File: config.mk
export PLATFORM = sky130hd
export DESIGN_NAME = oss_ctrl
export DESIGN_NICKNAME = d
export VERILOG_FILES = /design/src/hdl/oss_pkg.sv /design/src/hdl/oss_ctrl.sv
export SDC_FILE = /design/constraint.sdc
export NUM_CORES = 1
export LEC_CHECK = 0
export BUFFER_PORTS_ARGS = -buffer_cell sky130_fd_sc_hd__buf_2
export CAP_MARGIN = 20
export CORE_ASPECT_RATIO = 0.6
export CORE_MARGIN = 2
export CORE_UTILIZATION = 30
export DETAILED_ROUTE_END_ITERATION = 7
export RECOVER_POWER = 50
export REMOVE_ABC_BUFFERS = 1
export SLEW_MARGIN = 10
export SYNTH_ARGS = -nofsm -noshare
export SYNTH_HDL_FRONTEND = slang
export SYNTH_SLANG_ARGS = --single-unit
File: constraint.sdc
create_clock -name clock -period 1.5 [get_ports clock]
set_input_delay 0 -clock clock [delete_from_list [all_inputs] [get_ports clock]]
set_output_delay 0 -clock clock [all_outputs]
set_load 0.1 [all_outputs]
File: src/hdl/oss_pkg.sv
package oss_pkg;

   // Block sizing.
   localparam int SLOTS            = 32;
   localparam int TICKS_PER_SECOND = 1000000000;
   localparam int MAX_RESULTS      = 32;

   // Field widths of one item and one result.
   localparam int CMD_W   = 2;
   localparam int SLOT_FW = 5;
   localparam int DELAY_W = 16;
   localparam int NOW_W   = 62;
   localparam int TIME_W  = 63;

   // Derived widths.
   localparam int SLOT_W = $clog2(SLOTS);
   localparam int TPS_W  = $clog2(TICKS_PER_SECOND + 1);
   localparam int PROD_W = DELAY_W + TPS_W;
   localparam int CNT_W  = $clog2(MAX_RESULTS + 1);
   localparam int ROW_W  = 2 * TIME_W;

   // Stream packing.
   localparam int REQ_BITS    = CMD_W + SLOT_FW + DELAY_W + NOW_W;
   localparam int REQ_TDATA_W = ((REQ_BITS + 7) / 8) * 8;
   localparam int RSP_BITS    = 1 + SLOT_FW + 2 * TIME_W;
   localparam int RSP_TDATA_W = ((RSP_BITS + 7) / 8) * 8;
   localparam int RSP_PAD     = RSP_TDATA_W - RSP_BITS;

   // Command codes carried by an input item.
   typedef enum logic [CMD_W-1:0] {
      CMD_ARM    = 2'd0,
      CMD_DISARM = 2'd1,
      CMD_TICK   = 2'd2
   } cmd_type;

   // Controller to datapath commands.
   typedef struct packed {
      logic capture;     // item accepted: latch fields, form the arm product
      logic disarm;      // clear the active mark of the addressed slot now
      logic arm_write;   // write the timer row and set its active mark
      logic scan_start;  // begin a pass over the slot table
      logic load_best;   // move the best candidate to the output, disarm it
      logic load_none;   // load the not-fired result
      logic set_last;    // mark the output result as the final one
   } dp_cmd_type;

   // Datapath to controller status.
   typedef struct packed {
      logic scan_done;   // last slot of the pass has been compared
      logic found;       // a due slot has been found in this pass
   } dp_sts_type;

endpackage

File: src/hdl/oss_ctrl.sv
module oss_ctrl import oss_pkg::*; (
   input  logic             clock,
   input  logic             reset,
   input  logic             req_tvalid,
   output logic             req_tready,
   input  logic [CMD_W-1:0] req_command,
   output logic             rsp_tvalid,
   input  logic             rsp_tready,
   output dp_cmd_type       cmd,
   input  dp_sts_type       sts
);

   typedef enum logic [2:0] {
      ST_IDLE,
      ST_ARM_WR,
      ST_SCAN,
      ST_DECIDE,
      ST_EMIT_MORE,
      ST_EMIT_END
   } state_type;

   state_type        state_ff, state_in;
   logic             tready_ff, tready_in;
   logic             tvalid_ff, tvalid_in;
   logic [CNT_W-1:0] count_ff, count_in;
   logic             pend_ff, pend_in;
   logic             accept;
   logic             next_full;

   assign accept    = req_tvalid && tready_ff;
   assign next_full = (count_ff + 1'b1) == CNT_W'(MAX_RESULTS);

   always_comb begin
      state_in  = state_ff;
      tready_in = tready_ff;
      tvalid_in = tvalid_ff;
      count_in  = count_ff;
      pend_in   = pend_ff;
      cmd       = '0;
      case (state_ff)
         ST_IDLE: begin
            if (accept) begin
               cmd.capture = 1'b1;
               if (req_command == CMD_ARM) begin
                  state_in  = ST_ARM_WR;
                  tready_in = 1'b0;
               end else if (req_command == CMD_DISARM) begin
                  cmd.disarm = 1'b1;
               end else if (req_command == CMD_TICK) begin
                  cmd.scan_start = 1'b1;
                  count_in       = '0;
                  pend_in        = 1'b0;
                  state_in       = ST_SCAN;
                  tready_in      = 1'b0;
               end
            end
         end
         ST_ARM_WR: begin
            cmd.arm_write = 1'b1;
            state_in      = ST_IDLE;
            tready_in     = 1'b1;
         end
         ST_SCAN: begin
            if (sts.scan_done) begin
               state_in = ST_DECIDE;
            end
         end
         ST_DECIDE: begin
            if (pend_ff) begin
               tvalid_in = 1'b1;
               if (sts.found) begin
                  state_in = ST_EMIT_MORE;
               end else begin
                  cmd.set_last = 1'b1;
                  state_in     = ST_EMIT_END;
               end
            end else if (sts.found) begin
               cmd.load_best = 1'b1;
               count_in      = count_ff + 1'b1;
               pend_in       = 1'b1;
               if (next_full) begin
                  cmd.set_last = 1'b1;
                  tvalid_in    = 1'b1;
                  state_in     = ST_EMIT_END;
               end else begin
                  cmd.scan_start = 1'b1;
                  state_in       = ST_SCAN;
               end
            end else begin
               cmd.load_none = 1'b1;
               tvalid_in     = 1'b1;
               state_in      = ST_EMIT_END;
            end
         end
         ST_EMIT_MORE: begin
            if (rsp_tready) begin
               cmd.load_best = 1'b1;
               count_in      = count_ff + 1'b1;
               if (next_full) begin
                  cmd.set_last = 1'b1;
                  state_in     = ST_EMIT_END;
               end else begin
                  cmd.scan_start = 1'b1;
                  tvalid_in      = 1'b0;
                  state_in       = ST_SCAN;
               end
            end
         end
         ST_EMIT_END: begin
            if (rsp_tready) begin
               tvalid_in = 1'b0;
               tready_in = 1'b1;
               state_in  = ST_IDLE;
            end
         end
         default: begin
            state_in  = ST_IDLE;
            tready_in = 1'b1;
            tvalid_in = 1'b0;
         end
      endcase
   end

   always_ff @(posedge clock) begin
      if (reset) begin
         state_ff  <= ST_IDLE;
         tready_ff <= 1'b1;
         tvalid_ff <= 1'b0;
         count_ff  <= '0;
         pend_ff   <= 1'b0;
      end else begin
         state_ff  <= state_in;
         tready_ff <= tready_in;
         tvalid_ff <= tvalid_in;
         count_ff  <= count_in;
         pend_ff   <= pend_in;
      end
   end

   assign req_tready = tready_ff;
   assign rsp_tvalid = tvalid_ff;

   // Input and result sides are never open at the same time.
   a_one_side: assert property (@(posedge clock) disable iff (reset)
      !(tready_ff && tvalid_ff))
      else $error("input ready while a result is shown");

   // A tick never fires more results than allowed.
   a_count_bound: assert property (@(posedge clock) disable iff (reset)
      count_ff <= CNT_W'(MAX_RESULTS))
      else $error("fire count overflow");

   // The best candidate is only taken when one was found.
   a_load_found: assert property (@(posedge clock) disable iff (reset)
      cmd.load_best |-> sts.found)
      else $error("load without a due slot");

   // A scan only completes while the controller waits for it.
   a_done_in_scan: assert property (@(posedge clock) disable iff (reset)
      sts.scan_done |-> (state_ff == ST_SCAN))
      else $error("scan finished outside the scan state");

endmodule

# --- After elaboration in Yosys (flattened, before gate mapping) ---
# Cells that the tools add are included.
word_totals:
  register_bits: 12
  input_bits: 8
  out_inout_bits: 9
  wordCells: 101
classes:
  addsub: 1
  n_eq_ne: 21
  muxes: 60
  n_bitwise: 2
  reduce_logical: 12
op_table:
  columns: ["cell", "count"]
  rows:
  - ["$mux W6", 7]
  - ["$mux W3", 11]
  - ["$mux W1", 30]
  - ["$ne A2 B2 Y1 const B", 10]
  - ["$pmux W6 S3", 1]
  - ["$pmux W3 S5", 1]
  - ["$reduce_and A5 Y1", 3]
  - ["$mux W2", 4]
  - ["$reduce_and A8 Y1", 1]
  - ["$add A6 B1 Y6 const B", 1]
  - ["$eq A3 B2 Y1 const B", 2]
  - ["$eq A3 B3 Y1 const B", 2]
  - ["$eq A6 B6 Y1 const B", 1]
  - ["$ne A3 B3 Y1 const B", 2]
  - ["$pmux W1 S2", 3]
  - ["$pmux W1 S3", 2]
  - ["$reduce_and A6 Y1", 1]
  - ["$reduce_or A3 Y1", 2]
  - ["$ne A4 B4 Y1 const B", 1]
  - ["$pmux W1 S4", 1]
  - ["$eq A3 B1 Y1 const B", 1]
  - ["$logic_not A3 Y1", 1]
  - ["$reduce_bool A3 Y1", 1]
  - ["$eq A2 B1 Y1 const B", 1]
  - ["5 further kinds", 6]

# --- Depth between registers and ports, before layout ---
# Gate-level depths: netlist (run 1).
logic_depth:
  word_depth: 6
  ltp_mapped: 6
  ltp_nobuf: 5

# --- Worst setup path before layout (run 1) ---
# No wires, ideal clock.
synth_path:
  path_type: "reg2out"
  startpoint: "register tready_ff, in the netlist req_tready"
  endpoint: "output port cmd[5] in the netlist's numbering"
  t_arrival_ns: 4.408
  required_time_ns: 1.500
  slack_ns: -2.908
  path_stages_with_launch: 3
  path_buffers: 0
  cell_sequence: "dfxtp_1 -> nand2_1 -> nor4b_1"
synth_lines:
  columns: ["item", "line", "source"]
  rows:
  - ["start, declared", "oss_ctrl.sv:23", "logic tready_ff, tready_in;"]
  - ["start signal, assigned", "oss_ctrl.sv:133", "tready_ff <= tready_in;"]
  - ["end, declared", "oss_ctrl.sv:9", "output dp_cmd_type cmd,"]

==> metrics.txt, run 1 <==
worst-margin pin slew=543 ps; area grow syn2layout=72.6%; Synth warnings=0; Slew Limit Fails=0; detailed-route via count=1228; final worst-path cycle share=1.13; Placed Area=1420 µm²; cell row count=15; Worst-path clk slew=60 ps; layout cells sized above 1=0.531; Reg2Reg Setup Slack=-130 ps; Setup Skew=3.77 ps; WP data required=1500 ps; sequential-to-total area share from yosys stat=0.248; Post-synth EDFFs=0; chip height=48.0 µm; Top Ports=17; vias in the first global route=1162; Tot GR Track Use=0.194; Worst Setup End Kind=output pin; H-Tree Depth=1; final global-route overflow total=0; max-cap violation count=0; Static Leakage=0.713 nW; #FFs+latches synth=12; hold endpoint=state_ff[2]; top post-synthesis cells by count=dfxtp_1, nand2_1, nor2_1, o21ai_0, nand3_1; worst hold path startpoint=sts[1]; core footprint=2970 µm²; final instance area=1670 µm²; Mean Syn Cell Area=7.93 µm²; leading area contributor after synthesis=dfxtp_1; pwr/cell area=617 nW/µm²; clk root buf=clkbuf_8; Max Root-Sink Buffers=2; Num CTS Buffers=3; Worst Hold Depth=4; failing checks=setup timing; Die X=77.3 µm; Final HPWL DP=2580 µm; Pre-antenna DRT Iters=4; WP data arrival=1690 ps; final hold viol count=0; PortBufs=16; origin of the critical flop-to-flop path=count_ff[0]; RSZ-0062 raised after global routing=yes; Synth cell types=47; top post-synthesis cells by area=dfxtp_1, o21ai_0, nand2_1, nor2_1, a22o_1; largest net degree at the start of global routing=10; detail-routed net length per standard cell=15.7 µm; GPL Wtd Cong=0.941; global-route wire length before repair=5510 µm; Num Clock Sinks=12; initial antenna violation count=0; Reg-to-Reg End=state_ff[1]; post-synth top area share=0.248; slew margin rel.=0.639; Mapped Area=967 µm²; Worst Setup Start Kind=flip-flop; routed vias/inst=5.61; Starting Density=0.326; most common cell in the netlist=dfxtp_1; worst hold path type=in2reg; Worst VDD drop=0.355 mV; worst-path fanout max=3; number of routed nets with antenna violations=0; setup ws final=-191 ps; worst setup path class=reg2out; min cycle time layout=1690 ps; final setup fails=10; worst hold slack=148 ps; DRC=0; Mapped Cells=122; Clock Latency Late Sink=250 ps; Most used DFF post-synth=dfxtp_1; Post-synth ARST share=0; status=finished, violations left; ANT cells=0; Routed WL=3450 µm; Worst Reg-to-Reg Cells=7; first-iteration detailed-routing DRC count=117; Nets=187; Max Fclk=591 MHz; Die ar.=3710 µm²; CTS tree=done
==> logic make-up after synthesis <==
family / count (synthesis) / synth area share
adders and majority gates: 1 / 0.0129
buffers and inverters: 13 / 0.0621
AOI/OAI and AO/OA: 47 / 0.380
xor gates and xnor gates: 1 / 0.00906
muxes: 1 / 0.0233
DFF: 12 / 0.248
and+or+nand+nor: 47 / 0.264
==> state kept, by name, summed over array words and instances (netlist names) <==
name and flops:
req_tready 1, pend_ff 1, state_ff 3, count_ff 6
rsp_tvalid 1
==> final cells by class <==
cell class	instances	area [µm²]
clock buffer	4	55.1
fill	282	1300
inverter	5	18.8
multi-input combinational	97	758
sequential	12	253
tap	42	52.6
timing repair buffer	59	532
==> critical path, stage by stage (launching register included) <==
cell,delay (ps)
dfxtp_2,320
or3b_4,390
mux2i_4,160
nand3_2,130
a22o_1,250
buf_6,190
==> power by group <==
| group | internal, mW | switching [mW] |
|---|---|---|
| Clock | 0.232 | 0.134 |
| Combinational | 0.138 | 0.189 |
| Sequential | 0.325 | 0.0114 |
==> through the flow <==
stage | setup TNS, ps | instances | power (mW) | worst slack (ps) | util
after floorplan | -14520 | 114 | 0.491 | -2910 | -
after global placement | -248 | 208 | 0.616 | -49.7 | 0.478
after detailed placement | -379 | 208 | 0.620 | -62.4 | 0.478
after CTS | -727 | 217 | 1.02 | -177 | 0.539
after global routing | -1410 | 219 | 1.08 | -234 | 0.563
final | -837 | 219 | 1.03 | -191 | 0.563
==> cells in the final DEF (no fill, tap or decap), drive strengths merged, types with 3 or more instances in the layout <==
master	instances
dfxtp	12
o21ai	8
a22o	4
nor3	4
inv	5
a211oi	3
nand3	7
clkbuf	7
nor2	10
a31o	3
nor2b	3
buf	55
nand2	10
a21oi	7
==> what timing repair did <==
item	in CTS	in global routing
resized for setup	24	14
cloned	0	0
hold endpoints to repair	1	0
setup endpoints to repair	15	15
buffers inserted	5	2
pin swaps	8	5
hold buffers	1	0
==> per-layer routing <==
metal | share of wire | up-vias | GRT usage | routed length [µm]
met2 | 0.44 | 59 | 0.337 | 1530
met5 | 0 | - | 0 | 0
met4 | 0.0093 | 0 | 0.0143 | 32
met3 | 0.081 | 6 | 0.0585 | 279
li1 | - | 585 | - | -
met1 | 0.47 | 578 | 0.256 | 1600
==> how the worst max path moves through the flow <==
stage / start / endpoint / cells after the start
floorplan: req_tready / cmd[5] / 2
global placement: state_ff[0] / cmd[3] / 4
detailed placement: state_ff[0] / count_ff[2] / 5
CTS: count_ff[3] / cmd[3] / 5
global route: count_ff[3] / cmd[3] / 5
finish: count_ff[3] / cmd[3] / 5
Note: power is estimated with default switching activity, not from simulation.
==> inputs of run 2 (changes only) <==
SETUP_SLACK_MARGIN = 0.05   (was unset)
==> run 2 against run 1 <==
Effect of this change:
- the flow still finishes with violations (setup timing)
- core utilization up 2.2 points
- sequential power about the same
- critical path depth up 1
- cell count up 1.8%
- worst setup slack worse by 39 ps
- critical path type unchanged
- largest cell class unchanged
==> metrics.txt, run 2 (synthesis results as in run 1) <==
number of routed nets with antenna violations=0 (unchanged); Setup WS pre-CTS=-62.4 ps (unchanged); H-Tree Depth=1 (unchanged); Reg2Reg Setup Slack=-190 ps (was -130 ps); clk root buf=clkbuf_8 (unchanged); Finished Layout Cells=223 (was 219); WP depth=6 (was 5); Filler Cell Count=265 (was 282); Sw Share=0.328 (was 0.325); Int Pwr=698 µW (was 695 µW); Clock Latency Late Sink=240 ps (was 250 ps); vias in the first global route=1215 (was 1162); max incr delay on CP=390 ps (about the same); Max Root-Sink Buffers=2 (unchanged); WP data arrival=1730 ps (was 1690 ps); Reg-to-Reg End=rsp_tvalid (was state_ff[1]); final instance area=1740 µm² (was 1670 µm²); ANT cells=0 (unchanged); Power, Total=1.04 mW (was 1.03 mW); Starting Density=0.326 (unchanged); core footprint=2970 µm² (unchanged); worst hold path type=in2reg (unchanged); PortBufs=16 (unchanged); Routed WL=3660 µm (was 3450 µm); P_sw=340 µW (was 334 µW); Nets=191 (was 187); Pre-antenna DRT Iters=4 (unchanged); max-cap violation count=0 (unchanged); Top delay family on crit path=simple AND/OR/NAND/NOR gates (unchanged); GPL Wtd Cong=0.941 (unchanged); detailed-route via count=1234 (was 1228); sum of negative setup slack=-980 ps (was -837 ps); Worst VDD drop=0.354 mV (was 0.355 mV); Worst Setup End Kind=output pin (unchanged); Clk pwr share=0.356 (about the same); Top Ports=17 (unchanged); Setup Skew=0.977 ps (was 3.77 ps); crit path capture=cmd[0] (was cmd[3]); final setup fails=8 (was 10); Placed Area=1420 µm² (unchanged); multi-input gate area in the final layout=790 µm² (was 758 µm²); cell row count=15 (unchanged); worst-path cell chain=or3b_4, mux2i_4, nand3_2, o21ai_2, buf_4, buf_12 (was or3b_4, mux2i_4, nand3_2, a22o_1, buf_6); routed vias/inst=5.53 (was 5.61); final hold viol count=0 (unchanged); first-iteration detailed-routing DRC count=103 (was 117); WP data required=1500 ps (about the same); failing checks=setup timing (unchanged); pwr/cell area=598 nW/µm² (was 617 nW/µm²); status=finished, violations left (unchanged); final global-route overflow total=0 (unchanged); final worst-path cycle share=1.15 (was 1.13); Final HPWL DP=2580 µm (unchanged); Die ar.=3710 µm² (unchanged); worst-margin pin slew=547 ps (was 543 ps); Buf/Inv on CP=2 (was 1); Tot GR Track Use=0.203 (was 0.194); Comb pwr share=0.320 (was 0.318); RSZ-0062 raised after global routing=yes (unchanged); CTS tree=done (unchanged); worst hold slack=150 ps (was 148 ps); Static Leakage=0.747 nW (was 0.713 nW); largest net degree at the start of global routing=10 (unchanged); DRC=0 (unchanged); Num CTS Buffers=3 (unchanged); global-route wire length before repair=5760 µm (was 5510 µm); origin of the critical flop-to-flop path=count_ff[3] (was count_ff[0]); Max Fclk=578 MHz (was 591 MHz); Worst Reg-to-Reg Cells=6 (was 7); min cycle time layout=1730 ps (was 1690 ps); setup ws final=-230 ps (was -191 ps); Worst Setup Start Kind=flip-flop (unchanged); final core occ=0.585 (was 0.563); Worst-path clk slew=60 ps (about the same); Die X=77.3 µm (unchanged); chip height=48.0 µm (unchanged); initial antenna violation count=0 (unchanged); worst-path fanout max=3 (unchanged); Largest regs=count_ff: 6 flops, state_ff: 3 flops (unchanged); Placed Cells incl. Taps=208 (unchanged); detail-routed net length per standard cell=16.4 µm (was 15.7 µm); Slew Limit Fails=0 (unchanged); Worst Setup SP=count_ff[3] (unchanged); register area=255 µm² (was 253 µm²); slowest CP cell=or3b_4 (unchanged); most frequent cells in the layout=buf_4, buf_6, nand2_1, nor2_1, buf_2 (was buf_4, nand2_1, buf_6, nor2_1); Num Clock Sinks=12 (unchanged); area grow syn2layout=79.4% (was 72.6%); Reg power frac=0.324 (was 0.326); Reg with most FFs=count_ff (unchanged); worst setup path class=reg2out (unchanged); slew margin rel.=0.637 (was 0.639); layout cells sized above 1=0.586 (was 0.531); Largest register FFs=6 (unchanged); most common cell after layout, fill and taps aside=buf_4 (unchanged)
[run 2: cell types whose count changed in the layout (fill, tap and decap cells not counted), sizes merged]
cell,previous run,this run
buf,55,59
[run 2: timing repair]
action                     CTS  global route
setup buffers                8             4
resized for setup           31            21
setup endpoints to repair   17            17
hold buffers                 1             0
pin swaps                   16            11
cloned                       0             0
hold endpoints to repair     1             0
[run 2: tightest hold or removal path: stages]
cell,delay [ps]
buf_2,110
nand2_1,70
a31oi_1,80
o311a_1,100
[run 2: worst min-delay path by stage]
stage	startpoint	endpoint	slack, ps	depth (start not counted)
floorplan	reset	state_ff[0]	70	1
global placement	reset	state_ff[0]	260	2
detailed placement	reset	state_ff[0]	270	2
CTS	sts[1]	state_ff[2]	140	4
global route	sts[1]	state_ff[2]	150	4
finish	sts[1]	state_ff[2]	150	4
[run 2: area by class of cell]
cell class / count / share of cell area
inverters: 5 / 0.0108
well taps: 42 / 0.0303
flip-flops and latches: 12 / 0.147
repair buffers: 63 / 0.325
multi-input cells: 97 / 0.455
clock buffers: 4 / 0.0317
[run 2: power by group through the flow]
stage               sequential, mW  combinational [mW]  clock [mW]
floorplan                    0.363               0.128           0
global placement             0.343               0.274           0
detailed placement           0.343               0.277           0
CTS                          0.336               0.312       0.378
global route                 0.337               0.350       0.400
finish                       0.336               0.332       0.370
[run 2: layer usage]
layer  GRT usage  part of all wire  up-vias
li1            -                 -      590
met3      0.0736             0.081        4
met5           0                 0        -
met1       0.259              0.46      595
met2       0.350              0.45       45
met4      0.0286            0.0046        0
